### config.mk
export PLATFORM = sky130hd
export DESIGN_NAME = http_request_line_parser
export DESIGN_NICKNAME = d
export VERILOG_FILES = /design/src/hw/rtl/hrlp_pkg.sv /design/src/hw/rtl/hrlp_step.sv /design/src/hw/rtl/hrlp_queue.sv /design/src/hw/rtl/http_request_line_parser.sv
export SDC_FILE = /design/constraint.sdc
export NUM_CORES = 1
export LEC_CHECK = 0
export BUFFER_PORTS_ARGS = -buffer_cell sky130_fd_sc_hd__buf_2
export CORE_ASPECT_RATIO = 0.6
export CORE_UTILIZATION = 63
export CTS_BUF_LIST = sky130_fd_sc_hd__clkbuf_8 sky130_fd_sc_hd__clkbuf_16
export CTS_CLUSTER_SIZE = 16
export DETAILED_ROUTE_END_ITERATION = 12
export PLACE_DENSITY = 0.78
export SLEW_MARGIN = 20
export SYNTH_ARGS = -nofsm -noshare
export SYNTH_HDL_FRONTEND = slang
export SYNTH_SLANG_ARGS = --single-unit
### constraint.sdc
create_clock -name clk_i -period 8.1 [get_ports clk_i]
set_input_delay 2.43 -clock clk_i [delete_from_list [all_inputs] [get_ports clk_i]]
set_output_delay 2.43 -clock clk_i [all_outputs]
set_load 0.03 [all_outputs]
### src/hw/rtl/hrlp_pkg.sv
package hrlp_pkg;

  localparam int unsigned MAX_RES    = 3;
  localparam int unsigned QUEUE_DEPTH = 4;

  localparam logic [1:0] KIND_PATH = 2'd0;
  localparam logic [1:0] KIND_ARG  = 2'd1;
  localparam logic [1:0] KIND_DONE = 2'd2;
  localparam logic [1:0] KIND_BAD  = 2'd3;

  localparam logic [1:0] METH_GET  = 2'd0;
  localparam logic [1:0] METH_POST = 2'd1;
  localparam logic [1:0] METH_HEAD = 2'd2;

  localparam logic [7:0] CH_NUL = 8'h00;
  localparam logic [7:0] CH_TAB = 8'h09;
  localparam logic [7:0] CH_LF  = 8'h0a;
  localparam logic [7:0] CH_CR  = 8'h0d;
  localparam logic [7:0] CH_SP  = 8'h20;
  localparam logic [7:0] CH_PCT = 8'h25;
  localparam logic [7:0] CH_DOT = 8'h2e;
  localparam logic [7:0] CH_SL  = 8'h2f;
  localparam logic [7:0] CH_QM  = 8'h3f;

  typedef enum logic [3:0] {
    PH_LEAD,
    PH_METHOD,
    PH_GAP1,
    PH_URL,
    PH_ESC1,
    PH_ESC2,
    PH_GAP2,
    PH_VERSION,
    PH_TRAIL,
    PH_DONE,
    PH_FAIL
  } phase_e;

  typedef struct packed {
    phase_e     phase;
    logic [2:0] method_count;
    logic [2:0] method_match;
    logic [1:0] method_found;
    logic       in_arguments;
    logic [7:0] escape_first_digit;
    logic [2:0] version_index;
    logic [3:0] major_digit;
    logic [3:0] minor_digit;
  } st_t;

  localparam st_t ST_RESET = '{
    phase:              PH_LEAD,
    method_count:       3'd0,
    method_match:       3'b111,
    method_found:       2'd0,
    in_arguments:       1'b0,
    escape_first_digit: 8'd0,
    version_index:      3'd0,
    major_digit:        4'd0,
    minor_digit:        4'd0
  };

  typedef struct packed {
    logic [7:0] octet;
    logic       restart;
  } in_word_t;

  typedef struct packed {
    logic [1:0] kind;
    logic [7:0] data_byte;
    logic [1:0] method_code;
    logic [3:0] version_major;
    logic [3:0] version_minor;
    logic       run_end;
  } out_word_t;

  function automatic logic is_gap(input logic [7:0] c);
    return (c == CH_SP) || (c == CH_TAB) || (c == CH_CR);
  endfunction

  function automatic logic is_upper(input logic [7:0] c);
    return (c >= 8'h41) && (c <= 8'h5a);
  endfunction

  // {valid, value}
  function automatic logic [4:0] hex_value(input logic [7:0] c);
    logic [4:0] r;
    r = 5'd0;
    if (c >= 8'h30 && c <= 8'h39) r = {1'b1, 4'(c - 8'h30)};
    else if (c >= 8'h41 && c <= 8'h46) r = {1'b1, 4'(c - 8'h37)};
    else if (c >= 8'h61 && c <= 8'h66) r = {1'b1, 4'(c - 8'h57)};
    return r;
  endfunction

  function automatic logic [2:0] word_len(input logic [1:0] k);
    return (k == METH_GET) ? 3'd3 : 3'd4;
  endfunction

  function automatic logic [7:0] word_char(input logic [1:0] k, input logic [1:0] i);
    logic [7:0] r;
    r = 8'h00;
    case (k)
      METH_GET: begin
        case (i)
          2'd0:    r = 8'h47;
          2'd1:    r = 8'h45;
          2'd2:    r = 8'h54;
          default: r = 8'h00;
        endcase
      end
      METH_POST: begin
        case (i)
          2'd0:    r = 8'h50;
          2'd1:    r = 8'h4f;
          2'd2:    r = 8'h53;
          default: r = 8'h54;
        endcase
      end
      METH_HEAD: begin
        case (i)
          2'd0:    r = 8'h48;
          2'd1:    r = 8'h45;
          2'd2:    r = 8'h41;
          default: r = 8'h44;
        endcase
      end
      default: r = 8'h00;
    endcase
    return r;
  endfunction

  // lower-case letters of the version prefix
  function automatic logic [7:0] ver_char(input logic [1:0] i);
    logic [7:0] r;
    case (i)
      2'd0:    r = 8'h68;
      2'd1:    r = 8'h74;
      2'd2:    r = 8'h74;
      default: r = 8'h70;
    endcase
    return r;
  endfunction

endpackage

### src/hw/rtl/hrlp_step.sv
module hrlp_step
  import hrlp_pkg::*;
(
  input  logic      clk_i,
  input  logic      rst_ni,
  input  in_word_t  word_i,
  input  logic      fire_i,
  output out_word_t res_o [MAX_RES],
  output logic [1:0] n_o
);

  st_t        st_q, st_d;
  st_t        s;
  logic [7:0] c;
  logic [1:0] n;
  logic       do_url, do_ver, do_fail;
  logic [4:0] hq, hw, hc;
  logic [2:0] mcnt;
  logic [2:0] vi;
  logic       vok;
  logic [1:0] dkind;
  out_word_t  res [MAX_RES];

  function automatic out_word_t mk_res(input logic [1:0] kind, input logic [7:0] data,
                                       input st_t st);
    out_word_t r;
    r.kind          = kind;
    r.data_byte     = (kind == KIND_PATH || kind == KIND_ARG) ? data : 8'd0;
    r.method_code   = (kind != KIND_BAD) ? st.method_found : 2'd0;
    r.version_major = (kind == KIND_DONE) ? st.major_digit : 4'd0;
    r.version_minor = (kind == KIND_DONE) ? st.minor_digit : 4'd0;
    r.run_end       = 1'b0;
    return r;
  endfunction

  always_comb begin
    s       = word_i.restart ? ST_RESET : st_q;
    st_d    = s;
    c       = word_i.octet;
    n       = 2'd0;
    do_url  = 1'b0;
    do_ver  = 1'b0;
    do_fail = 1'b0;
    hc      = hex_value(c);
    hq      = hex_value(s.escape_first_digit);
    hw      = hc;
    mcnt    = s.method_count;
    vi      = 3'd0;
    vok     = 1'b0;
    for (int k = 0; k < MAX_RES; k++) res[k] = '0;
    dkind   = s.in_arguments ? KIND_ARG : KIND_PATH;

    if (s.phase == PH_DONE || s.phase == PH_FAIL) begin
      st_d = s;
    end else if (c == CH_NUL) begin
      do_fail = 1'b1;
    end else begin
      case (s.phase)
        PH_LEAD: begin
          if (is_gap(c) || c == CH_LF) begin
            st_d = s;
          end else if (!is_upper(c)) begin
            do_fail = 1'b1;
          end else begin
            for (int k = 0; k < 3; k++) begin
              if (mcnt >= word_len(2'(k)) || word_char(2'(k), mcnt[1:0]) != c)
                st_d.method_match[k] = 1'b0;
            end
            if (mcnt < 3'd7) st_d.method_count = mcnt + 3'd1;
            st_d.phase = PH_METHOD;
          end
        end
        PH_METHOD: begin
          if (is_upper(c)) begin
            for (int k = 0; k < 3; k++) begin
              if (mcnt >= word_len(2'(k)) || word_char(2'(k), mcnt[1:0]) != c)
                st_d.method_match[k] = 1'b0;
            end
            if (mcnt < 3'd7) st_d.method_count = mcnt + 3'd1;
          end else begin
            if (mcnt == 3'd3 && s.method_match[0]) st_d.method_found = METH_GET;
            else if (mcnt == 3'd4 && s.method_match[1]) st_d.method_found = METH_POST;
            else if (mcnt == 3'd4 && s.method_match[2]) st_d.method_found = METH_HEAD;
            else do_fail = 1'b1;
            if (!do_fail) begin
              st_d.phase = PH_GAP1;
              do_url     = !is_gap(c);
            end
          end
        end
        PH_GAP1: do_url = !is_gap(c);
        PH_URL:  do_url = 1'b1;
        PH_ESC1: begin
          if (hc[4]) begin
            st_d.escape_first_digit = c;
            st_d.phase              = PH_ESC2;
          end else begin
            res[n] = mk_res(dkind, CH_PCT, st_d);
            n      = n + 2'd1;
            do_url = 1'b1;
          end
        end
        PH_ESC2: begin
          if (hq[4] && hw[4]) begin
            if ({hq[3:0], hw[3:0]} == 8'd0) begin
              do_fail = 1'b1;
            end else begin
              res[n]     = mk_res(dkind, {hq[3:0], hw[3:0]}, st_d);
              n          = n + 2'd1;
              st_d.phase = PH_URL;
            end
          end else begin
            res[n] = mk_res(dkind, CH_PCT, st_d);
            n      = n + 2'd1;
            res[n] = mk_res(dkind, s.escape_first_digit, st_d);
            n      = n + 2'd1;
            do_url = 1'b1;
          end
        end
        PH_GAP2: begin
          if (!is_gap(c)) begin
            st_d.phase         = PH_VERSION;
            st_d.version_index = 3'd0;
            do_ver             = 1'b1;
          end
        end
        PH_VERSION: do_ver = 1'b1;
        PH_TRAIL: begin
          if (is_gap(c)) begin
            st_d = s;
          end else if (c == CH_LF) begin
            res[n]     = mk_res(KIND_DONE, 8'd0, st_d);
            n          = n + 2'd1;
            st_d.phase = PH_DONE;
          end else begin
            do_fail = 1'b1;
          end
        end
        default: st_d = s;
      endcase
    end

    if (do_url) begin
      st_d.phase = PH_URL;
      if (is_gap(c)) begin
        st_d.phase = PH_GAP2;
      end else if (c == CH_LF) begin
        do_fail = 1'b1;
      end else if (c == CH_PCT) begin
        st_d.phase = PH_ESC1;
      end else if (c == CH_QM && !st_d.in_arguments) begin
        st_d.in_arguments = 1'b1;
      end else begin
        res[n] = mk_res(st_d.in_arguments ? KIND_ARG : KIND_PATH, c, st_d);
        n      = n + 2'd1;
      end
    end

    if (do_ver) begin
      vi = st_d.version_index;
      if (vi == 3'd5 || vi == 3'd7) begin
        vok = (c >= 8'h30) && (c <= 8'h39);
        if (vok && vi == 3'd5) st_d.major_digit = 4'(c - 8'h30);
        if (vok && vi == 3'd7) st_d.minor_digit = 4'(c - 8'h30);
      end else if (vi <= 3'd3) begin
        vok = ((c | 8'h20) == ver_char(vi[1:0]));
      end else if (vi == 3'd4) begin
        vok = (c == CH_SL);
      end else begin
        vok = (c == CH_DOT);
      end
      if (!vok) do_fail = 1'b1;
      else if (vi == 3'd7) st_d.phase = PH_TRAIL;
      else st_d.version_index = vi + 3'd1;
    end

    if (do_fail) begin
      res[n]     = mk_res(KIND_BAD, 8'd0, st_d);
      n          = n + 2'd1;
      st_d.phase = PH_FAIL;
    end

    if (n != 2'd0) res[n - 2'd1].run_end = 1'b1;
  end

  always_ff @(posedge clk_i or negedge rst_ni) begin
    if (!rst_ni) begin
      st_q <= ST_RESET;
    end else if (fire_i) begin
      st_q <= st_d;
    end
  end

  assign res_o = res;
  assign n_o   = n;

endmodule

### src/hw/rtl/hrlp_queue.sv
module hrlp_queue
  import hrlp_pkg::*;
(
  input  logic       clk_i,
  input  logic       rst_ni,
  input  logic       push_i,
  input  logic [1:0] push_n_i,
  input  out_word_t  push_word_i [MAX_RES],
  output logic [2:0] free_o,
  output logic       out_valid_o,
  input  logic       out_stall_i,
  output out_word_t  out_word_o
);

  out_word_t  q_q [QUEUE_DEPTH];
  out_word_t  q_d [QUEUE_DEPTH];
  logic [2:0] cnt_q, cnt_d;
  logic [2:0] rem;
  logic [2:0] off;
  logic [2:0] add;
  logic       pop;

  assign pop = (cnt_q != 3'd0) && !out_stall_i;
  assign rem = cnt_q - {2'b00, pop};
  assign add = push_i ? {1'b0, push_n_i} : 3'd0;

  always_comb begin
    off = 3'd0;
    for (int i = 0; i < QUEUE_DEPTH; i++) begin
      if (pop && i < QUEUE_DEPTH - 1) q_d[i] = q_q[(i + 1) % QUEUE_DEPTH];
      else q_d[i] = q_q[i];
      off = 3'(i) - rem;
      if (3'(i) >= rem && off < add) q_d[i] = push_word_i[off[1:0]];
    end
    cnt_d = rem + add;
  end

  always_ff @(posedge clk_i or negedge rst_ni) begin
    if (!rst_ni) begin
      cnt_q <= 3'd0;
    end else begin
      cnt_q <= cnt_d;
    end
  end

  always_ff @(posedge clk_i) begin
    q_q <= q_d;
  end

  assign free_o      = 3'(QUEUE_DEPTH) - cnt_q;
  assign out_valid_o = (cnt_q != 3'd0);
  assign out_word_o  = q_q[0];

endmodule

### src/hw/rtl/http_request_line_parser.sv
// channel  dir  handshake                 word
// in       in   in_valid_i / in_stall_o   in_word_i  (octet, restart)
// out      out  out_valid_o / out_stall_i out_word_o (kind, data_byte, method_code,
//                                                     version_major, version_minor, run_end)
// a byte is held in the input register once taken and is parsed from there in a single state step
// each byte gives zero to three words, queued four deep; one word leaves per cycle unless out_stall_i is high
// sustained rate is one byte per cycle while each byte gives at most one word and out_stall_i is low
// a byte waits in the input register until the queue has room for all its words
// reset clears parser state and the queue; no clearing pass
module http_request_line_parser
  import hrlp_pkg::*;
(
  input  logic      clk_i,
  input  logic      rst_ni,
  input  logic      in_valid_i,
  output logic      in_stall_o,
  input  in_word_t  in_word_i,
  output logic      out_valid_o,
  input  logic      out_stall_i,
  output out_word_t out_word_o
);

  in_word_t   in_q;
  logic       in_vld_q;
  logic       accept;
  logic       fire;
  logic [1:0] n;
  logic [2:0] free;
  out_word_t  res [MAX_RES];

  assign fire       = in_vld_q && ({1'b0, n} <= free);
  assign in_stall_o = in_vld_q && !fire;
  assign accept     = in_valid_i && !in_stall_o;

  always_ff @(posedge clk_i or negedge rst_ni) begin
    if (!rst_ni) begin
      in_vld_q <= 1'b0;
    end else begin
      in_vld_q <= accept || (in_vld_q && !fire);
    end
  end

  always_ff @(posedge clk_i) begin
    if (accept) begin
      in_q <= in_word_i;
    end
  end

  hrlp_step u_step (
    .clk_i  (clk_i),
    .rst_ni (rst_ni),
    .word_i (in_q),
    .fire_i (fire),
    .res_o  (res),
    .n_o    (n)
  );

  hrlp_queue u_queue (
    .clk_i       (clk_i),
    .rst_ni      (rst_ni),
    .push_i      (fire),
    .push_n_i    (n),
    .push_word_i (res),
    .free_o      (free),
    .out_valid_o (out_valid_o),
    .out_stall_i (out_stall_i),
    .out_word_o  (out_word_o)
  );

endmodule

==> impl_metrics.env <==
export IMPL_fin_setup_tns_ns=0
export IMPL_cts_hold_buf=0
export IMPL_p_comb_frac=0.477
export IMPL_max_freq_ghz=0.128
export IMPL_die_h_um=94.1
export IMPL_critical_path_cell_chain="inv_1 -> ha_1 -> or3b_1 -> a21oi_2 -> o21a_2 -> nand2_1 -> ha_1 -> o21ai_0 -> nand3_1 -> o32ai_1 -> a22o_1 -> o221ai_2 -> nor2_2 -> mux2i_4 -> ha_1 -> nor2b_1 -> o211ai_1 -> inv_1 -> nand2_1 -> inv_1 -> buf_2"
export IMPL_worstPathMaxFanout=8
export IMPL_cts_sinks=129
export IMPL_synth_cells=925
export IMPL_p_leak_nw=3.85
export IMPL_maxCapViolCount=0
export IMPL_diodes=0
export IMPL_final_core_util=0.711
export IMPL_regArea_um2=3700
export IMPL_min_delay_start="u_step.st_q[20]$_DFFE_PN0N_"
export IMPL_avgViaCountPerCell=7.23
export IMPL_startpoint_type="register"
export IMPL_syn_to_final_growth_pct=9.42
export IMPL_hpwl_um=19700
export IMPL_power_mw=3.83
export IMPL_pwr_share_seq=0.314
export IMPL_cts_htree_levels=4
export IMPL_drcViolationCount=0
export IMPL_path_clk_slew_ns=0.07
export IMPL_min_period_ns=7.81
export IMPL_stdcell_count=1132
export IMPL_tightest_slew_ns=1.23
export IMPL_grt_pass1_wl_um=42700
export IMPL_port_buffer_count=35
export IMPL_rsz0062_at_grt="no"
export IMPL_yosysUniqueCellTypes=93
export IMPL_ys_flop_type="edfxtp_1"
export IMPL_ant_nets=0
export IMPL_swShare=0.444
export IMPL_setup_worst_path_class="register to primary output"
export IMPL_gr_total_overflow=0
export IMPL_relSlewSlack=0.174
export IMPL_yosysWarnings=0
export IMPL_worstPathArrival_ns=5.38
export IMPL_cts_tree="built"
export IMPL_clock_skew_final_ns=0.0164
export IMPL_syn_nets=980
export IMPL_hp_class="register to register"
export IMPL_hold_viol=0
export IMPL_gp_congestion=0.955
export IMPL_antenna_found_initial=0
export IMPL_layout_drive_gt1_share=0.138
export IMPL_cts_root_buffer="clkbuf_16"
export IMPL_required_ns=5.67
export IMPL_max_stage_delay_ns=0.45
export IMPL_clkLatencyLatePin_ns=0.43
export IMPL_internal_power_mw=2.13
export IMPL_power_switching_mw=1.70
export IMPL_start_util=0.650
export IMPL_cts_buffers=17
export IMPL_die_w_um=156
export IMPL_post_route_period_util=0.965
export IMPL_critPathCaptureType="primary output"
export IMPL_multi_input_comb_area_um2=4670
export IMPL_fin_nets=982
export IMPL_vias=8185
export IMPL_slew_viol_final=0
export IMPL_pin_count=36
export IMPL_first_iter_violations=1260
export IMPL_r2r_start="in_q[2]$_DFFE_PP_"
export IMPL_placedCellCount=1098
export IMPL_synth_seq_cells=129
export IMPL_coreArea_um2=13700
export IMPL_crit_start="in_q[2]$_DFFE_PP_"
export IMPL_p_per_area_nw_per_um2=393
export IMPL_avgRoutedWirePerCell_um=24.6
export IMPL_synth_area_per_cell_um2=9.63
export IMPL_fillCellCount=1035
export IMPL_grt_total_usage=0.393
export IMPL_dieArea_um2=14600
export IMPL_cp_slowest_cell="or3b_1"
export IMPL_p_clk_frac=0.209
export IMPL_grt_max_degree=42
export IMPL_rrSetupSlack_ns=0.63
export IMPL_finalSetupViolCount=0
export IMPL_cts_buffer_depth=2
export IMPL_synthesis_area_um2=8910
export IMPL_drt_wl_total_um=27800
export IMPL_ir_worst_vdd_uv=533
export IMPL_grt_pass1_vias=7484
export IMPL_ys_seq_area_frac=0.415
export IMPL_status="finished, final reports clean"
export IMPL_synth_edf_count=93
export IMPL_async_flop_share=0.279
export IMPL_firstDrtPassIters=7
export IMPL_rows=33
[kinds of logic after synthesis]
group                    share of synthesized area
AND/OR/NAND/NOR                              0.160
XOR/XNOR                                    0.0195
AO/OA/AOI/OAI                                0.256
adder cells (fa/ha/maj)                     0.0598
multiplexers                                0.0220
buffers and inverters                       0.0673
flip-flops                                   0.415
[path summary, 6_finish.rpt]
| path | end | cells after the start |
|---|---|---|
| worst max-delay path | in_stall_o | 21 |
| worst min-delay path | u_step.st_q[20]$_DFFE_PN0N_ | 2 |
| worst max register to register | u_queue.q_q[22]$_DFFE_PP_ | 24 |
| worst min register to register | u_step.st_q[20]$_DFFE_PN0N_ | 2 |
| max in group asynchronous | u_queue.cnt_q[2]$_DFF_PN0_ | 1 |
| min in group asynchronous | u_step.st_q[26]$_DFFE_PN0N_ | 1 |
[routing by layer]
metal  vias to the layer above  routed length (um)  track usage
met5                         -                   0            0
met4                         0                 493        0.106
met3                        70                4120        0.101
met2                       711               11600        0.565
met1                      3901               11600        0.581
li1                       3503                   -            -
[area by class of cell]
type,instances,area share
clock buffers,17,0.0436
clock inverters,15,0.0177
inverters,46,0.0177
multi-input cells,672,0.479
flip-flops and latches,129,0.379
well taps,192,0.0246
repair buffers,61,0.0380
[worst max-delay path, delay by kind of cell, from the launching register on]
family | cells | cell delay (ns)
and+or+nand+nor | 6 | 1.19
buffers and inverters | 4 | 0.41
muxes | 1 | 0.37
adders and majority gates | 3 | 0.84
DFF | 1 | 0.40
AOI/OAI and AO/OA | 7 | 1.73
[cell usage in the layout, fill, tap and decap left out, types with 33 or more instances in the layout]
master and n:
a21oi_1 57, a22o_1 49, buf_2 35, dfrtp_1 33, edfxtp_1 93, ha_1 40, inv_1 46, nand2_1 72
nor2_1 61, o21ai_0 56
[timing repair]
item,4_1_cts,5_1_grt
pin swaps,0,1
setup endpoints to repair,1,10
gates resized for setup,1,6
setup buffers,0,2
endpoints found under the hold margin,0,0
[state kept, by name, indices dropped and copies added (netlist names)]
signal,flops
in_vld_q,1
u_queue.cnt_q,3
in_q,9
u_queue.q_q,63
u_queue.out_word_o,21
u_step.st_q,32
[synth_stat cells, drive strengths merged (5+ instances only)]
library cell  instances  area share
nand3                18       0.011
dfrtp                33       0.093
a21oi                59       0.034
inv                  45       0.019
edfxtp               93        0.31
nor4                 10      0.0070
nor2b                 8      0.0056
o22a                  5      0.0049
o22ai                13      0.0091
o211ai                9      0.0076
a21o                 11      0.0093
xor2                  8      0.0079
a32oi                12       0.012
a32o                  6      0.0067
and3                  9      0.0063
nand2b                6      0.0042
ha                   41       0.058
a22o                 49       0.048
mux2                  5      0.0063
a22oi                21       0.018
buf                  40       0.032
xnor2                11       0.012
nor2                 62       0.026
nor3                 26       0.015
a31oi                 9      0.0063
a221o                 8      0.0091
nand3b                5      0.0042
nand2                72       0.030
or3                  10      0.0070
mux2i                14       0.016
clkbuf               38       0.016
and2                 20       0.014
o21ai                66       0.037
[power groups by stage]
stage	clock network [mW]	registers, mW	logic [mW]
floorplan	0	1.16	1.32
global placement	0	1.20	1.65
detailed placement	0	1.21	1.73
CTS	0.800	1.20	1.75
global route	0.829	1.23	1.94
finish	0.800	1.20	1.82
[through the flow]
stage / worst slack, ns / cell area [um2] / hold slack, ns
finish: 0.287 / 9750 / 0.486
global placement: 0.737 / 9100 / 0.454
floorplan: 0.628 / 8910 / 0.442
CTS: 0.0866 / 9700 / 0.483
global route: 0.0376 / 9750 / 0.505
detailed placement: 0.492 / 9100 / 0.465
Power figures use the tool's default switching activity.
